## src/rtl/pdrc_pkg.sv

```systemverilog
// Shared constants, types and codes for the route checker.
`timescale 1ns / 1ps

package pdrc_pkg;

    // Geometry and time widths
    localparam int COORD_BITS = 12;
    localparam int TIME_BITS  = 32;

    // Fixed field widths
    localparam int CAP_BITS    = 16;
    localparam int DEM_BITS    = 11;
    localparam int WIN_BITS    = 20;
    localparam int SERV_BITS   = 16;
    localparam int OUT_T_BITS  = 32;
    localparam int LOAD_BITS   = 24;
    localparam int PADDR_BITS  = 4;
    localparam int PDATA_BITS  = 32;

    // Scale factors: travel is isqrt(d^2 * 10000), times are kept in hundredths
    localparam int HUND       = 100;
    localparam int DIST_SCALE = 10000;

    // Derived widths
    localparam int SQ_BITS     = 2 * COORD_BITS;
    localparam int RAD_BITS    = 2 * COORD_BITS + 15;
    localparam int ISQ_STEPS   = (RAD_BITS + 1) / 2;
    localparam int ROOT_BITS   = ISQ_STEPS;
    localparam int HUND_BITS   = 27;
    localparam int SERV_H_BITS = 23;
    localparam int ARR_BITS    = (TIME_BITS > HUND_BITS) ? TIME_BITS : HUND_BITS;
    localparam int SUM_BITS    = ((ARR_BITS > OUT_T_BITS) ? ARR_BITS : OUT_T_BITS) + 2;

    // Route checking queue
    localparam int QDEPTH    = 2;
    localparam int QPTR_BITS = 1;
    localparam int QCNT_BITS = 2;

    // Register map indexes
    localparam logic [1:0] REG_CAPACITY  = 2'd0;
    localparam logic [1:0] REG_DEPOT_X   = 2'd1;
    localparam logic [1:0] REG_DEPOT_Y   = 2'd2;
    localparam logic [1:0] REG_DEPOT_DUE = 2'd3;

    // Failure reasons
    localparam logic [1:0] REASON_NONE   = 2'd0;
    localparam logic [1:0] REASON_LOAD   = 2'd1;
    localparam logic [1:0] REASON_WINDOW = 2'd2;
    localparam logic [1:0] REASON_DEPOT  = 2'd3;

    // One classified stop, handed from the front to the back
    typedef struct packed {
        logic [RAD_BITS-1:0]    rad_in;
        logic [RAD_BITS-1:0]    rad_ret;
        logic signed [DEM_BITS-1:0] demand;
        logic [HUND_BITS-1:0]   ready_h;
        logic [HUND_BITS-1:0]   due_h;
        logic [SERV_H_BITS-1:0] serv_h;
        logic                   last;
    } pdrc_job_t;

endpackage

```

## src/rtl/pdrc_isqrt.sv

```systemverilog
// Iterative integer square root, one result bit per cycle.
`timescale 1ns / 1ps

module pdrc_isqrt
    import pdrc_pkg::*;
(
    input  logic                 clk,
    input  logic                 rst_n,
    input  logic                 start,
    input  logic [RAD_BITS-1:0]  radicand,
    output logic                 done,
    output logic [ROOT_BITS-1:0] root
);

    localparam logic [RAD_BITS:0] TOP_BIT = (RAD_BITS+1)'(1) << (2 * (ISQ_STEPS - 1));

    logic                busy_reg;
    logic                done_reg;
    logic [RAD_BITS-1:0] v_reg;
    logic [RAD_BITS:0]   root_reg;
    logic [RAD_BITS:0]   bit_reg;
    logic [RAD_BITS+1:0] trial;
    logic                take;

    assign trial = (RAD_BITS+2)'(root_reg) + (RAD_BITS+2)'(bit_reg);
    assign take  = (RAD_BITS+2)'(v_reg) >= trial;

    always_ff @(posedge clk or negedge rst_n)
    begin
        if (!rst_n)
        begin
            busy_reg <= 1'b0;
            done_reg <= 1'b0;
        end
        else
        begin
            done_reg <= busy_reg && bit_reg[0];
            if (start)
                busy_reg <= 1'b1;
            else if (busy_reg && bit_reg[0])
                busy_reg <= 1'b0;
        end
    end

    always_ff @(posedge clk)
    begin
        if (start)
        begin
            v_reg    <= radicand;
            root_reg <= '0;
            bit_reg  <= TOP_BIT;
        end
        else if (busy_reg)
        begin
            if (take)
            begin
                v_reg    <= v_reg - trial[RAD_BITS-1:0];
                root_reg <= (root_reg >> 1) + bit_reg;
            end
            else
            begin
                root_reg <= root_reg >> 1;
            end
            bit_reg <= bit_reg >> 2;
        end
    end

    assign done = done_reg;
    assign root = root_reg[ROOT_BITS-1:0];

endmodule

```

## src/rtl/pdrc_front.sv

```systemverilog
// Front end: accept a stop, form squared distances and scaled times.
`timescale 1ns / 1ps

module pdrc_front
    import pdrc_pkg::*;
(
    input  logic                  clk,
    input  logic                  rst_n,
    input  logic                  in_valid,
    output logic                  in_stall,
    input  logic [COORD_BITS-1:0] stop_x,
    input  logic [COORD_BITS-1:0] stop_y,
    input  logic signed [DEM_BITS-1:0] demand,
    input  logic [WIN_BITS-1:0]   ready_time,
    input  logic [WIN_BITS-1:0]   due_time,
    input  logic [SERV_BITS-1:0]  service_time,
    input  logic                  last_stop,
    input  logic [COORD_BITS-1:0] depot_x,
    input  logic [COORD_BITS-1:0] depot_y,
    input  logic                  full,
    output logic                  push,
    output pdrc_job_t             job
);

    typedef enum logic [3:0] {
        F_IDLE   = 4'b0001,
        F_SQUARE = 4'b0010,
        F_SCALE  = 4'b0100,
        F_PUSH   = 4'b1000
    } front_state_t;

    function automatic logic [COORD_BITS-1:0] abs_diff(input logic [COORD_BITS-1:0] a,
                                                       input logic [COORD_BITS-1:0] b);
        abs_diff = (a > b) ? (a - b) : (b - a);
    endfunction

    front_state_t state_reg, state_next;
    logic [COORD_BITS-1:0] prev_x_reg, prev_y_reg;
    logic                  first_reg;
    logic                  accept;
    logic [COORD_BITS-1:0] from_x, from_y;

    logic [COORD_BITS-1:0] dxi_reg, dyi_reg, dxr_reg, dyr_reg;
    logic [SQ_BITS-1:0]    sxi_reg, syi_reg, sxr_reg, syr_reg;
    logic signed [DEM_BITS-1:0] demand_reg;
    logic [WIN_BITS-1:0]   ready_reg, due_reg;
    logic [SERV_BITS-1:0]  serv_reg;
    logic                  last_reg;
    pdrc_job_t             job_reg;

    assign accept   = in_valid && (state_reg == F_IDLE);
    assign in_stall = (state_reg != F_IDLE);
    assign push     = (state_reg == F_PUSH) && !full;
    assign job      = job_reg;

    // The first stop of a route is reached from the depot
    assign from_x = first_reg ? depot_x : prev_x_reg;
    assign from_y = first_reg ? depot_y : prev_y_reg;

    always_comb
    begin
        state_next = state_reg;
        case (state_reg)
            F_IDLE:   if (in_valid) state_next = F_SQUARE;
            F_SQUARE: state_next = F_SCALE;
            F_SCALE:  state_next = F_PUSH;
            F_PUSH:   if (!full) state_next = F_IDLE;
            default:  state_next = F_IDLE;
        endcase
    end

    always_ff @(posedge clk or negedge rst_n)
    begin
        if (!rst_n)
        begin
            state_reg  <= F_IDLE;
            prev_x_reg <= '0;
            prev_y_reg <= '0;
            first_reg  <= 1'b1;
        end
        else
        begin
            state_reg <= state_next;
            if (accept)
            begin
                prev_x_reg <= stop_x;
                prev_y_reg <= stop_y;
                first_reg  <= last_stop;
            end
        end
    end

    always_ff @(posedge clk)
    begin
        if (accept)
        begin
            dxi_reg    <= abs_diff(stop_x, from_x);
            dyi_reg    <= abs_diff(stop_y, from_y);
            dxr_reg    <= abs_diff(stop_x, depot_x);
            dyr_reg    <= abs_diff(stop_y, depot_y);
            demand_reg <= demand;
            ready_reg  <= ready_time;
            due_reg    <= due_time;
            serv_reg   <= service_time;
            last_reg   <= last_stop;
        end
        if (state_reg == F_SQUARE)
        begin
            sxi_reg        <= SQ_BITS'(dxi_reg) * SQ_BITS'(dxi_reg);
            syi_reg        <= SQ_BITS'(dyi_reg) * SQ_BITS'(dyi_reg);
            sxr_reg        <= SQ_BITS'(dxr_reg) * SQ_BITS'(dxr_reg);
            syr_reg        <= SQ_BITS'(dyr_reg) * SQ_BITS'(dyr_reg);
            job_reg.ready_h <= HUND_BITS'(ready_reg) * HUND_BITS'(HUND);
            job_reg.due_h   <= HUND_BITS'(due_reg) * HUND_BITS'(HUND);
            job_reg.serv_h  <= SERV_H_BITS'(serv_reg) * SERV_H_BITS'(HUND);
            job_reg.demand  <= demand_reg;
            job_reg.last    <= last_reg;
        end
        if (state_reg == F_SCALE)
        begin
            job_reg.rad_in  <= RAD_BITS'((SQ_BITS+1)'(sxi_reg) + (SQ_BITS+1)'(syi_reg))
                               * RAD_BITS'(DIST_SCALE);
            job_reg.rad_ret <= RAD_BITS'((SQ_BITS+1)'(sxr_reg) + (SQ_BITS+1)'(syr_reg))
                               * RAD_BITS'(DIST_SCALE);
        end
    end

endmodule

```

## src/rtl/pdrc_queue.sv

```systemverilog
// Two-entry queue of classified stops between front and back.
`timescale 1ns / 1ps

module pdrc_queue
    import pdrc_pkg::*;
(
    input  logic      clk,
    input  logic      rst_n,
    input  logic      push,
    input  pdrc_job_t push_data,
    output logic      full,
    input  logic      pop,
    output pdrc_job_t pop_data,
    output logic      empty
);

    pdrc_job_t             mem_reg [QDEPTH];
    logic [QPTR_BITS-1:0]  wr_ptr_reg, rd_ptr_reg;
    logic [QCNT_BITS-1:0]  count_reg, count_next;

    assign full     = (count_reg == QCNT_BITS'(QDEPTH));
    assign empty    = (count_reg == '0);
    assign pop_data = mem_reg[rd_ptr_reg];

    always_comb
    begin
        count_next = count_reg;
        if (push && !pop)
            count_next = count_reg + QCNT_BITS'(1);
        else if (pop && !push)
            count_next = count_reg - QCNT_BITS'(1);
    end

    always_ff @(posedge clk or negedge rst_n)
    begin
        if (!rst_n)
        begin
            wr_ptr_reg <= '0;
            rd_ptr_reg <= '0;
            count_reg  <= '0;
        end
        else
        begin
            count_reg <= count_next;
            if (push)
                wr_ptr_reg <= wr_ptr_reg + QPTR_BITS'(1);
            if (pop)
                rd_ptr_reg <= rd_ptr_reg + QPTR_BITS'(1);
        end
    end

    always_ff @(posedge clk)
    begin
        if (push)
            mem_reg[wr_ptr_reg] <= push_data;
    end

endmodule

```

## src/rtl/pdrc_back.sv

```systemverilog
// Back end: run travel roots, keep load and time, issue the verdict.
`timescale 1ns / 1ps

module pdrc_back
    import pdrc_pkg::*;
(
    input  logic                   clk,
    input  logic                   rst_n,
    input  logic                   empty,
    output logic                   pop,
    input  pdrc_job_t              head,
    input  logic [CAP_BITS-1:0]    capacity,
    input  logic [HUND_BITS-1:0]   depot_due_h,
    output logic                   out_valid,
    input  logic                   out_stall,
    output logic                   feasible,
    output logic [1:0]             fail_reason,
    output logic [OUT_T_BITS-1:0]  return_time
);

    typedef enum logic [3:0] {
        B_IDLE = 4'b0001,
        B_ROOT = 4'b0010,
        B_ACC  = 4'b0100,
        B_RET  = 4'b1000
    } back_state_t;

    localparam logic signed [LOAD_BITS:0] LOAD_HI =
        (LOAD_BITS+1)'((1 << (LOAD_BITS - 1)) - 1);
    localparam logic signed [LOAD_BITS:0] LOAD_LO = -LOAD_HI - (LOAD_BITS+1)'(1);
    localparam logic [SUM_BITS-1:0] TIME_MAX_S = (SUM_BITS'(1) << TIME_BITS) - SUM_BITS'(1);
    localparam logic [SUM_BITS-1:0] OUT_MAX_S  =
        (SUM_BITS'(1) << OUT_T_BITS) - SUM_BITS'(1);

    back_state_t state_reg, state_next;
    logic        ret_phase_reg;
    pdrc_job_t   job_reg;

    logic signed [LOAD_BITS-1:0] load_reg;
    logic                        load_failed_reg;
    logic                        window_failed_reg;
    logic [ARR_BITS-1:0]         arrival_reg;
    logic [SERV_H_BITS-1:0]      prev_serv_h_reg;

    logic                  out_valid_reg;
    logic                  feasible_reg;
    logic [1:0]            reason_reg;
    logic [OUT_T_BITS-1:0] return_time_reg;

    logic                  sq_start;
    logic [RAD_BITS-1:0]   sq_rad;
    logic                  sq_done;
    logic [ROOT_BITS-1:0]  sq_root;

    logic signed [LOAD_BITS:0]   load_sum;
    logic signed [LOAD_BITS-1:0] load_new;
    logic signed [LOAD_BITS-1:0] cap_s;

    logic [SUM_BITS-1:0] arr_sum, ret_sum, ret_sat;
    logic [ARR_BITS-1:0] arr_sat, arr_new;
    logic [1:0]          reason_new;
    logic                out_free;
    logic                deliver;

    pdrc_isqrt u_isqrt (
        .clk      (clk),
        .rst_n    (rst_n),
        .start    (sq_start),
        .radicand (sq_rad),
        .done     (sq_done),
        .root     (sq_root)
    );

    assign pop      = (state_reg == B_IDLE) && !empty;
    assign out_free = !out_valid_reg || !out_stall;
    assign deliver  = (state_reg == B_RET) && out_free;

    // Inbound leg starts on pop, return leg after the last stop's time update
    assign sq_start = pop || ((state_reg == B_ACC) && job_reg.last);
    assign sq_rad   = pop ? head.rad_in : job_reg.rad_ret;

    // Saturating running load
    always_comb
    begin
        load_sum = (LOAD_BITS+1)'(load_reg) + (LOAD_BITS+1)'($signed(head.demand));
        if (load_sum > LOAD_HI)
            load_new = LOAD_HI[LOAD_BITS-1:0];
        else if (load_sum < LOAD_LO)
            load_new = LOAD_LO[LOAD_BITS-1:0];
        else
            load_new = load_sum[LOAD_BITS-1:0];
    end

    assign cap_s = $signed(LOAD_BITS'(capacity));

    // Service start at this stop
    always_comb
    begin
        arr_sum = SUM_BITS'(arrival_reg) + SUM_BITS'(prev_serv_h_reg) + SUM_BITS'(sq_root);
        arr_sat = (arr_sum > TIME_MAX_S) ? ARR_BITS'(TIME_MAX_S) : arr_sum[ARR_BITS-1:0];
        arr_new = (arr_sat < ARR_BITS'(job_reg.ready_h)) ? ARR_BITS'(job_reg.ready_h)
                                                         : arr_sat;
    end

    // Return to the depot and verdict
    always_comb
    begin
        ret_sum = SUM_BITS'(arrival_reg) + SUM_BITS'(job_reg.serv_h) + SUM_BITS'(sq_root);
        ret_sat = (ret_sum > TIME_MAX_S) ? TIME_MAX_S : ret_sum;
        if (load_failed_reg)
            reason_new = REASON_LOAD;
        else if (window_failed_reg)
            reason_new = REASON_WINDOW;
        else if (ret_sat > SUM_BITS'(depot_due_h))
            reason_new = REASON_DEPOT;
        else
            reason_new = REASON_NONE;
    end

    always_comb
    begin
        state_next = state_reg;
        case (state_reg)
            B_IDLE: if (!empty) state_next = B_ROOT;
            B_ROOT:
            begin
                if (sq_done)
                    state_next = ret_phase_reg ? B_RET : B_ACC;
            end
            B_ACC:  state_next = job_reg.last ? B_ROOT : B_IDLE;
            B_RET:  if (out_free) state_next = B_IDLE;
            default: state_next = B_IDLE;
        endcase
    end

    always_ff @(posedge clk or negedge rst_n)
    begin
        if (!rst_n)
        begin
            state_reg         <= B_IDLE;
            ret_phase_reg     <= 1'b0;
            load_reg          <= '0;
            load_failed_reg   <= 1'b0;
            window_failed_reg <= 1'b0;
            arrival_reg       <= '0;
            prev_serv_h_reg   <= '0;
            out_valid_reg     <= 1'b0;
        end
        else
        begin
            state_reg <= state_next;
            if (pop)
            begin
                ret_phase_reg <= 1'b0;
                load_reg      <= load_new;
                if (load_new > cap_s)
                    load_failed_reg <= 1'b1;
            end
            if (state_reg == B_ACC)
            begin
                ret_phase_reg   <= 1'b1;
                arrival_reg     <= arr_new;
                prev_serv_h_reg <= job_reg.serv_h;
                if (arr_new > ARR_BITS'(job_reg.due_h))
                    window_failed_reg <= 1'b1;
            end
            // Drop route state once the verdict is handed over
            if (deliver)
            begin
                load_reg          <= '0;
                load_failed_reg   <= 1'b0;
                window_failed_reg <= 1'b0;
                arrival_reg       <= '0;
                prev_serv_h_reg   <= '0;
            end
            if (deliver)
                out_valid_reg <= 1'b1;
            else if (!out_stall)
                out_valid_reg <= 1'b0;
        end
    end

    always_ff @(posedge clk)
    begin
        if (pop)
            job_reg <= head;
        if (deliver)
        begin
            feasible_reg    <= (reason_new == REASON_NONE);
            reason_reg      <= reason_new;
            return_time_reg <= (ret_sat > OUT_MAX_S) ? OUT_T_BITS'(OUT_MAX_S)
                                                     : ret_sat[OUT_T_BITS-1:0];
        end
    end

    assign out_valid   = out_valid_reg;
    assign feasible    = feasible_reg;
    assign fail_reason = reason_reg;
    assign return_time = return_time_reg;

endmodule

```

## src/rtl/pickup_delivery_route_checker_unit.sv

```systemverilog
// Top level of the pickup and delivery route checker with its register port.
//
//  channel  direction  handshake              payload
//  stop     in         in_valid / in_stall    stop_x .. last_stop
//  verdict  out        out_valid / out_stall  feasible, fail_reason, return_time
//  config   in         psel/penable/pwrite    paddr, pwdata, prdata (pready tied high)
//
// The front takes one stop at a time through its square, scale and push steps
// and hands it to a two-deep queue. The back takes each stop through root and
// accumulate steps, and runs one more root on the last stop for the return leg;
// the bit-serial square root unit sets the rate, one root bit per cycle.
// Reset clears the route state and loads the register defaults; no clearing
// pass is needed. A stalled verdict holds the back in its final step, the
// queue then fills and in_stall rises while the front waits to push.
`timescale 1ns / 1ps

module pickup_delivery_route_checker_unit
    import pdrc_pkg::*;
(
    input  logic                  clk,
    input  logic                  rst_n,
    // Configuration port
    input  logic                  psel,
    input  logic                  penable,
    input  logic                  pwrite,
    input  logic [PADDR_BITS-1:0] paddr,
    input  logic [PDATA_BITS-1:0] pwdata,
    output logic [PDATA_BITS-1:0] prdata,
    output logic                  pready,
    // Stop input
    input  logic                  in_valid,
    output logic                  in_stall,
    input  logic [COORD_BITS-1:0] stop_x,
    input  logic [COORD_BITS-1:0] stop_y,
    input  logic signed [DEM_BITS-1:0] demand,
    input  logic [WIN_BITS-1:0]   ready_time,
    input  logic [WIN_BITS-1:0]   due_time,
    input  logic [SERV_BITS-1:0]  service_time,
    input  logic                  last_stop,
    // Verdict output
    output logic                  out_valid,
    input  logic                  out_stall,
    output logic                  feasible,
    output logic [1:0]            fail_reason,
    output logic [OUT_T_BITS-1:0] return_time
);

    logic [CAP_BITS-1:0]   capacity_reg;
    logic [COORD_BITS-1:0] depot_x_reg;
    logic [COORD_BITS-1:0] depot_y_reg;
    logic [WIN_BITS-1:0]   depot_due_reg;
    logic [HUND_BITS-1:0]  depot_due_h_reg;

    logic      cfg_write;
    logic [1:0] reg_index;

    logic      q_push, q_full, q_pop, q_empty;
    pdrc_job_t q_in, q_head;

    // Register port: every access completes in its access cycle
    assign pready    = 1'b1;
    assign cfg_write = psel && penable && pwrite && pready;
    assign reg_index = paddr[3:2];

    always_ff @(posedge clk or negedge rst_n)
    begin
        if (!rst_n)
        begin
            capacity_reg  <= CAP_BITS'(200);
            depot_x_reg   <= '0;
            depot_y_reg   <= '0;
            depot_due_reg <= WIN_BITS'(1000000);
        end
        else if (cfg_write)
        begin
            case (reg_index)
                REG_CAPACITY:  capacity_reg  <= pwdata[CAP_BITS-1:0];
                REG_DEPOT_X:   depot_x_reg   <= pwdata[COORD_BITS-1:0];
                REG_DEPOT_Y:   depot_y_reg   <= pwdata[COORD_BITS-1:0];
                REG_DEPOT_DUE: depot_due_reg <= pwdata[WIN_BITS-1:0];
                default: ;
            endcase
        end
    end

    always_comb
    begin
        case (reg_index)
            REG_CAPACITY:  prdata = PDATA_BITS'(capacity_reg);
            REG_DEPOT_X:   prdata = PDATA_BITS'(depot_x_reg);
            REG_DEPOT_Y:   prdata = PDATA_BITS'(depot_y_reg);
            REG_DEPOT_DUE: prdata = PDATA_BITS'(depot_due_reg);
            default:       prdata = '0;
        endcase
    end

    // Depot deadline in hundredths; settles in the cycle after a write, long
    // before any route can reach its verdict
    always_ff @(posedge clk)
    begin
        depot_due_h_reg <= HUND_BITS'(depot_due_reg) * HUND_BITS'(HUND);
    end

    pdrc_front u_front (
        .clk          (clk),
        .rst_n        (rst_n),
        .in_valid     (in_valid),
        .in_stall     (in_stall),
        .stop_x       (stop_x),
        .stop_y       (stop_y),
        .demand       (demand),
        .ready_time   (ready_time),
        .due_time     (due_time),
        .service_time (service_time),
        .last_stop    (last_stop),
        .depot_x      (depot_x_reg),
        .depot_y      (depot_y_reg),
        .full         (q_full),
        .push         (q_push),
        .job          (q_in)
    );

    pdrc_queue u_queue (
        .clk       (clk),
        .rst_n     (rst_n),
        .push      (q_push),
        .push_data (q_in),
        .full      (q_full),
        .pop       (q_pop),
        .pop_data  (q_head),
        .empty     (q_empty)
    );

    pdrc_back u_back (
        .clk         (clk),
        .rst_n       (rst_n),
        .empty       (q_empty),
        .pop         (q_pop),
        .head        (q_head),
        .capacity    (capacity_reg),
        .depot_due_h (depot_due_h_reg),
        .out_valid   (out_valid),
        .out_stall   (out_stall),
        .feasible    (feasible),
        .fail_reason (fail_reason),
        .return_time (return_time)
    );

`ifndef SYNTHESIS
    // Front never pushes into a full queue
    assert property (@(posedge clk) disable iff (!rst_n) !(q_push && q_full))
        else $error("queue push while full");

    // Back never pops an empty queue
    assert property (@(posedge clk) disable iff (!rst_n) !(q_pop && q_empty))
        else $error("queue pop while empty");

    // A transfer into the front makes it busy on the next cycle
    assert property (@(posedge clk) disable iff (!rst_n) (in_valid && !in_stall) |=> in_stall)
        else $error("front took a second stop while busy");

    // The verdict flag agrees with the reason code
    assert property (@(posedge clk) disable iff (!rst_n)
        out_valid |-> (feasible == (fail_reason == REASON_NONE)))
        else $error("feasible flag disagrees with reason");
`endif

endmodule
```

## config.mk

```make
export PLATFORM = sky130hd
export DESIGN_NAME = pickup_delivery_route_checker_unit
export DESIGN_NICKNAME = d
export VERILOG_FILES = /design/src/rtl/pdrc_pkg.sv /design/src/rtl/pdrc_isqrt.sv /design/src/rtl/pdrc_front.sv /design/src/rtl/pdrc_queue.sv /design/src/rtl/pdrc_back.sv /design/src/rtl/pickup_delivery_route_checker_unit.sv
export SDC_FILE = /design/constraint.sdc
export NUM_CORES = 2
export LEC_CHECK = 0
export ABC_AREA = 1
export BUFFER_PORTS_ARGS = -buffer_cell sky130_fd_sc_hd__buf_2
export CAP_MARGIN = 0
export CORE_MARGIN = 2
export CORE_UTILIZATION = 50
export CTS_BUF_LIST = sky130_fd_sc_hd__clkbuf_8
export CTS_CLUSTER_SIZE = 20
export DETAILED_ROUTE_END_ITERATION = 16
export GPL_TIMING_DRIVEN = 0
export HOLD_SLACK_MARGIN = 0.08
export PLACE_DENSITY_LB_ADDON = 0.3
export SYNTH_ARGS = -nofsm -noshare
export SYNTH_HDL_FRONTEND = slang
export SYNTH_SLANG_ARGS = --single-unit
```

## constraint.sdc

```tcl
create_clock -name clk -period 29 [get_ports clk]
set_input_delay 1.45 -clock clk [delete_from_list [all_inputs] [get_ports clk]]
set_output_delay 1.45 -clock clk [all_outputs]
set_load 0.05 [all_outputs]
```

== Yosys cells after proc, flatten, opt, wreduce, memory -nomap -nowiden ==
Memories as Yosys holds them, arrays and structs flattened.
Index checks and enable logic that the tools add are counted.
Widths: inputs -> output; s select.
Storage, ports and cells
  flip-flop bits (word level): 823
  bits in latches: 0
  bits in writable memories: 306
  ROM bits: 0
  input bits: 135
  memories kept: 1
Cells by class
  add/subtract/negate cells: 22
  multiply operators: 10
  divide/modulo/power cells: 0
  magnitude comparators: 14
  equality and inequality tests: 19
  shift-type cells: 0
  muxes and demuxes: 51
  bitwise gates (word level): 0
  reduce and logical (&&, ||, !) cells: 39
Memories
  u_queue.mem_reg: words 2, width 153, read ports 1, clocked after Yosys merged registers in 0, wr ports 1, line pdrc_queue.sv:17  | pdrc_job_t mem_reg [QDEPTH];
Operator list (count)
  $mux 39: 4
  $mux 32: 4
  $pmux 32 s4: 1
  $gt 34x32->1 const B: 3
  $mul 12x12->24: 4
  $mux 24: 4
  $sub 12x12->12: 8
  $mul 39x10->35 const B: 2
  $mul 20x5->25 const B: 3
  $mux 12: 6
  $add 34x20->34: 2
  $add 32x23->33: 2
  $add 24x24->25: 2
  $gt 12x12->1: 4
  $mux 23: 2
  $add 40x39->41: 1
  $ge 39x41->1: 1
  $add 39x39->40: 1
  $mux 40: 1
  $sub 39x39->39: 1
  $gt 34x27->1: 1
  $mux 34: 1
  $gt 32x27->1: 1
  $lt 32x27->1: 1
  28 further kinds: 95

== Depth between registers and ports, before layout ==
  word-level depth: 10
  mapped depth: 51

== Hierarchy ==
Synthesis repeated with hierarchy kept, for this count alone.
Second synthesis, totals
  cell total of the unflattened synthesis: 11419
  area, all modules: 97937.7 sq um
Modules (own cells, without submodules)
  pdrc_front: instances 1, cells an instance 6061, area each 50483.4 sq um
  pdrc_back: instances 1, cells an instance 2256, area each 18076.1 sq um
  pdrc_queue: instances 1, cells an instance 545, area each 12684.7 sq um
  pdrc_isqrt: instances 1, cells an instance 1858, area each 11124.4 sq um
  pickup_delivery_route_checker_unit: instances 1, cells an instance 699, area each 5569.1 sq um

== Worst setup path before layout ==
OpenSTA, ideal clock, no wires.
  path type: reg-to-reg
  start point: register u_front.state_reg[0]
  end point: register u_front.state_reg[0]
  library setup time: 0.568 ns
  arrival: 17.715 ns
  required time: 28.432 ns
  slack: 10.718 ns
  stages on the path, launching flop included: 3
  path buffers: 0
  clock period less this slack: 18.282 ns
  cells stage by stage: dfstp_2 -> nor4_1 -> o32ai_1
On the way
  word-level cells in the longest chain between the ends: 3
  elaborated cells between the ends (all ways): 8
  classes of those cells: eq/ne: 6; mux: 1; reduce/logical: 1
RTL lines
  start, declared: line pdrc_front.sv:37  | front_state_t state_reg, state_next;
  start signal, assigned: line pdrc_front.sv:83  | state_reg <= state_next;
  $eq 4x4->1 / $eq 4x1->1 (equally long branches): line pdrc_front.sv:63  | case (state_reg)
  $ne 2x2->1 (no line)
  $reduce_and 2->1 (no line)
Several ways; a longest one is shown, not always the timed one.
A chain may end at the register's enable or synchronous reset.

== Final worst setup path ==
  start point: register u_back.arrival_reg[2]
  end point: register u_back.window_failed_reg
On the way
  word-level cells in the longest chain between the ends: 9
RTL lines
  start, declared: line pdrc_back.sv:42  | logic [ARR_BITS-1:0] arrival_reg;
  start signal, assigned: line pdrc_back.sv:162  | arrival_reg <= arr_new;
  $add 32x23->33 *: line pdrc_back.sv:99  | arr_sum = SUM_BITS'(arrival_reg) + SUM_BITS'(prev_serv_h_reg) + SUM_BITS'(sq_root);
  $add 34x20->34 *: line pdrc_back.sv:99
  $gt 34x32->1: line pdrc_back.sv:100  | arr_sat = (arr_sum > TIME_MAX_S) ? ARR_BITS'(TIME_MAX_S) : arr_sum[ARR_BITS-1:0];
  $mux 32 *: line pdrc_back.sv:100
  $lt 32x27->1: line pdrc_back.sv:101  | arr_new = (arr_sat < ARR_BITS'(job_reg.ready_h)) ? ARR_BITS'(job_reg.ready_h)
  $mux 32 *: line pdrc_back.sv:101
  $gt 32x27->1 *: line pdrc_back.sv:164  | if (arr_new > ARR_BITS'(job_reg.due_h))
  $reduce_bool 2->1 (no line) *
  $reduce_and 2->1 (no line) *
  end signal, assigned: line pdrc_back.sv:144  | window_failed_reg <= 1'b0;
  end signal, assigned: line pdrc_back.sv:165  | window_failed_reg <= 1'b1;
  end signal, assigned: line pdrc_back.sv:172  | window_failed_reg <= 1'b0;
  end, declared: line pdrc_back.sv:41  | logic window_failed_reg;
Every way passes the cells marked *; elsewhere a longest branch is shown, timed or not.

==> flow_summary_export.csv <==
group,metric,value,unit
place,hpwl,182000,um
sta,setup_viol,0,
grt,grt_pass1_wl,350000,um
layout,final_cell_mix,"nand2_1 (2016), inv_1 (1938), ha_1 (1082)",
layout,largest_reg_flops,306,
synth,synth_top_area_share,29.1,%
worst_setup_path,arrival,9.43,ns
floorplan,die_w,422,um
cts,cts_hold_buf,0,
layout,fin_nets,11700,
cts,clk_latency,0.95,ns
worst_setup_path,setup.worst_path.end_class,"flip-flop",
grt,grt_pass1_vias,65000,
worst_setup_path,critPathMaxStageDelay,0.44,ns
cts,post_cts_buffers,0,
worst_setup_path,crit_path_start_kind,"flip-flop",
sta,finClkSkew,0.0718,ns
layout,fill_cells,15700,
routing,first_iter_violations,5011,
cts,cts-root-buf,"clkbuf_8",
floorplan,start_util,50.3,%
synth,ys_seq_elements,1113,
routing,drc,0,
sta,worst_pin_slew,1.31,ns
sta,hold_viol,0,
cts,cts_made_buffers,189,
worst_setup_path,crit_slowest_cell,"a2111oi_0",
cts,ctsLongestPathBuffers,3,
layout,areaGrowthSynthToFinish,9.62,%
routing,finalWirelength,222000,um
sta,fin_crit,8.63,ns
job,drv_cap,0,
min_path,hp-class,"flip-flop to flip-flop",
routing,ant_nets,0,
grt,antenna_found_initial,6,
synth,synthFlopType,"edfxtp_1",
sta,setup_ws,20.37,ns
floorplan,io_pins,205,
cts,cts_tree,"built",
routing,routedWlPerCell,17.8,um
grt,overflow,0,
place,numPortBuffers,177,
synth,ys_types,72,
worst_setup_path,crit_type,"flip-flop to flip-flop",
synth,syn_inst,9584,
sta,whs,0.382,ns
place,gp_congestion,0.967,
routing,viasPerCell,5.20,
synth,synth-edff-count,848,
outcome,status,"finished, final reports clean",
floorplan,design.core.area,0.174,mm2
sta,rsz0062_at_grt,"false",
layout,drive_above_1_share,6.17,%
sta,slew_headroom,11.7,%
worst_setup_path,cp_data_required_time,29.81,ns
cts,cts_sinks,1113,
grt,grt_max_degree,97,
synth,ys_warn_count,0,
sta,fmax,116,MHz
floorplan,die_area,0.178,mm2
synth,netlist_area,0.0874,mm2
routing,vias,65000,
worst_setup_path,critPathMaxFanout,10,
grt,grtUsageTotal,24.8,%
place,dp_slack,20.55,ns
synth,ys_async_sr_fraction,16.2,%
sta,slew_violations,0,
layout,utilization,55.1,%
synth,syn_avg_cell_area,9.12,um2
cts,cts_resized,0,
routing,drt_pre_antenna_iters,8,
floorplan,fp.dieH,422,um
floorplan,rows,153,
cts,path_clk_slew,0.07,ns
worst_setup_path,crit_path_frequent_cell,"nand2_1",
synth,yosys.area.top_type,"edfxtp_1",
sta,period_share,29.8,%
synth,ys_seq_area_share,36.3,%
synth,synthTopCellsByArea,"edfxtp_1 (29%), ha_1 (15%), fa_1 (12%)",
sta,tns,0,ns
cts,htreeDepth,4,
layout,final_common_cell,"nand2_1",
## layout make-up
| class | count | area (um2) | area share, % |
|---|---|---|---|
| clock inverters | 148 | 1190 | 1.24 |
| multi-input cells | 6356 | 47700 | 49.8 |
| diodes | 4 | 10.0 | 0.0104 |
| inverters | 1909 | 7170 | 7.48 |
| well taps | 2325 | 2910 | 3.04 |
| flip-flops and latches | 1113 | 31700 | 33.1 |
| plain buffers | 217 | 913 | 0.953 |
| clock buffers | 197 | 2710 | 2.83 |
| repair buffers | 220 | 1500 | 1.57 |
## Yosys cell counts (7+ instances only)
master and count:
a211oi_1 16, a21boi_0 11, a21o_1 23, a21oi_1 634, a221oi_1 15, a31oi_1 67
buf_1 11, buf_4 15, clkbuf_1 181, dfrtp_1 167, dfstp_2 13, dfxtp_1 85
edfxtp_1 848, fa_1 505, ha_1 1082, inv_1 1899, mux2_2 11, mux2i_1 10
nand2_1 2016, nand2_2 7, nand3_1 237, nand4_1 53, nor2_1 343, nor2_2 9
nor3_1 40, nor4_1 21, o211ai_1 30, o21a_1 32, o21ai_0 476, o21ai_1 13
o21ai_2 27, o21bai_1 33, o221ai_1 17, o22ai_1 11, o31ai_1 18, or2_2 14
xnor2_1 151, xor2_1 349
## through the flow
stage,area (um2),std cells
2_1_floorplan,87400,9595
3_3_place_gp,91200,12100
3_5_place_dp,91900,12100
4_1_cts,95800,12500
5_1_grt,95800,12500
6_report,95800,12500
## path summary, 6_finish.rpt
path	start	endpoint	slack (ns)	cells after the start
setup / recovery	u_back.arrival_reg[2]	u_back.window_failed_reg	20.37	48
min in group asynchronous	rst_n	capacity_reg[10]	0.51	1
max in group asynchronous	rst_n	u_back.prev_serv_h_reg[19]	27.31	2
hold / removal	u_front.job[137]	u_queue.mem_reg[0][123]	0.38	0
hold reg to reg	u_front.job[137]	u_queue.mem_reg[0][123]	0.38	0
setup reg to reg	u_back.arrival_reg[2]	u_back.window_failed_reg	20.37	48
## routing by layer
layer	part of all wire, %	up-vias	GRT usage [%]	wire length, um
met5	0.014	-	0	31
met4	3.5	4	8.70	7810
met3	5.3	360	3.39	11800
met2	48	1645	41.8	106000
met1	43	31000	32.8	96500
li1	-	32000	-	-
## cell families after synthesis
family / after synthesis / share of synthesized area [%]
AND/OR/NAND/NOR: 2770 / 12.7
buffers and inverters: 2126 / 9.24
adder cells (fa/ha/maj): 1587 / 27.1
AO/OA/AOI/OAI: 1464 / 9.40
flip-flops: 1113 / 36.3
XOR/XNOR: 501 / 5.03
multiplexers: 21 / 0.256
other: 2 / 0.00859
## worst max-delay path: cells and delay by family, from the launching register on
family,cells,cell delay (ns)
AO/OA/AOI/OAI,10,2.11
adder cells (fa/ha/maj),5,1.61
flip-flops,1,0.40
AND/OR/NAND/NOR,24,3.19
XOR/XNOR,1,0.18
buffers and inverters,8,0.98
Power is not shown: default switching activity piles up to over one toggle a cycle in this logic, so the estimate is an artifact.
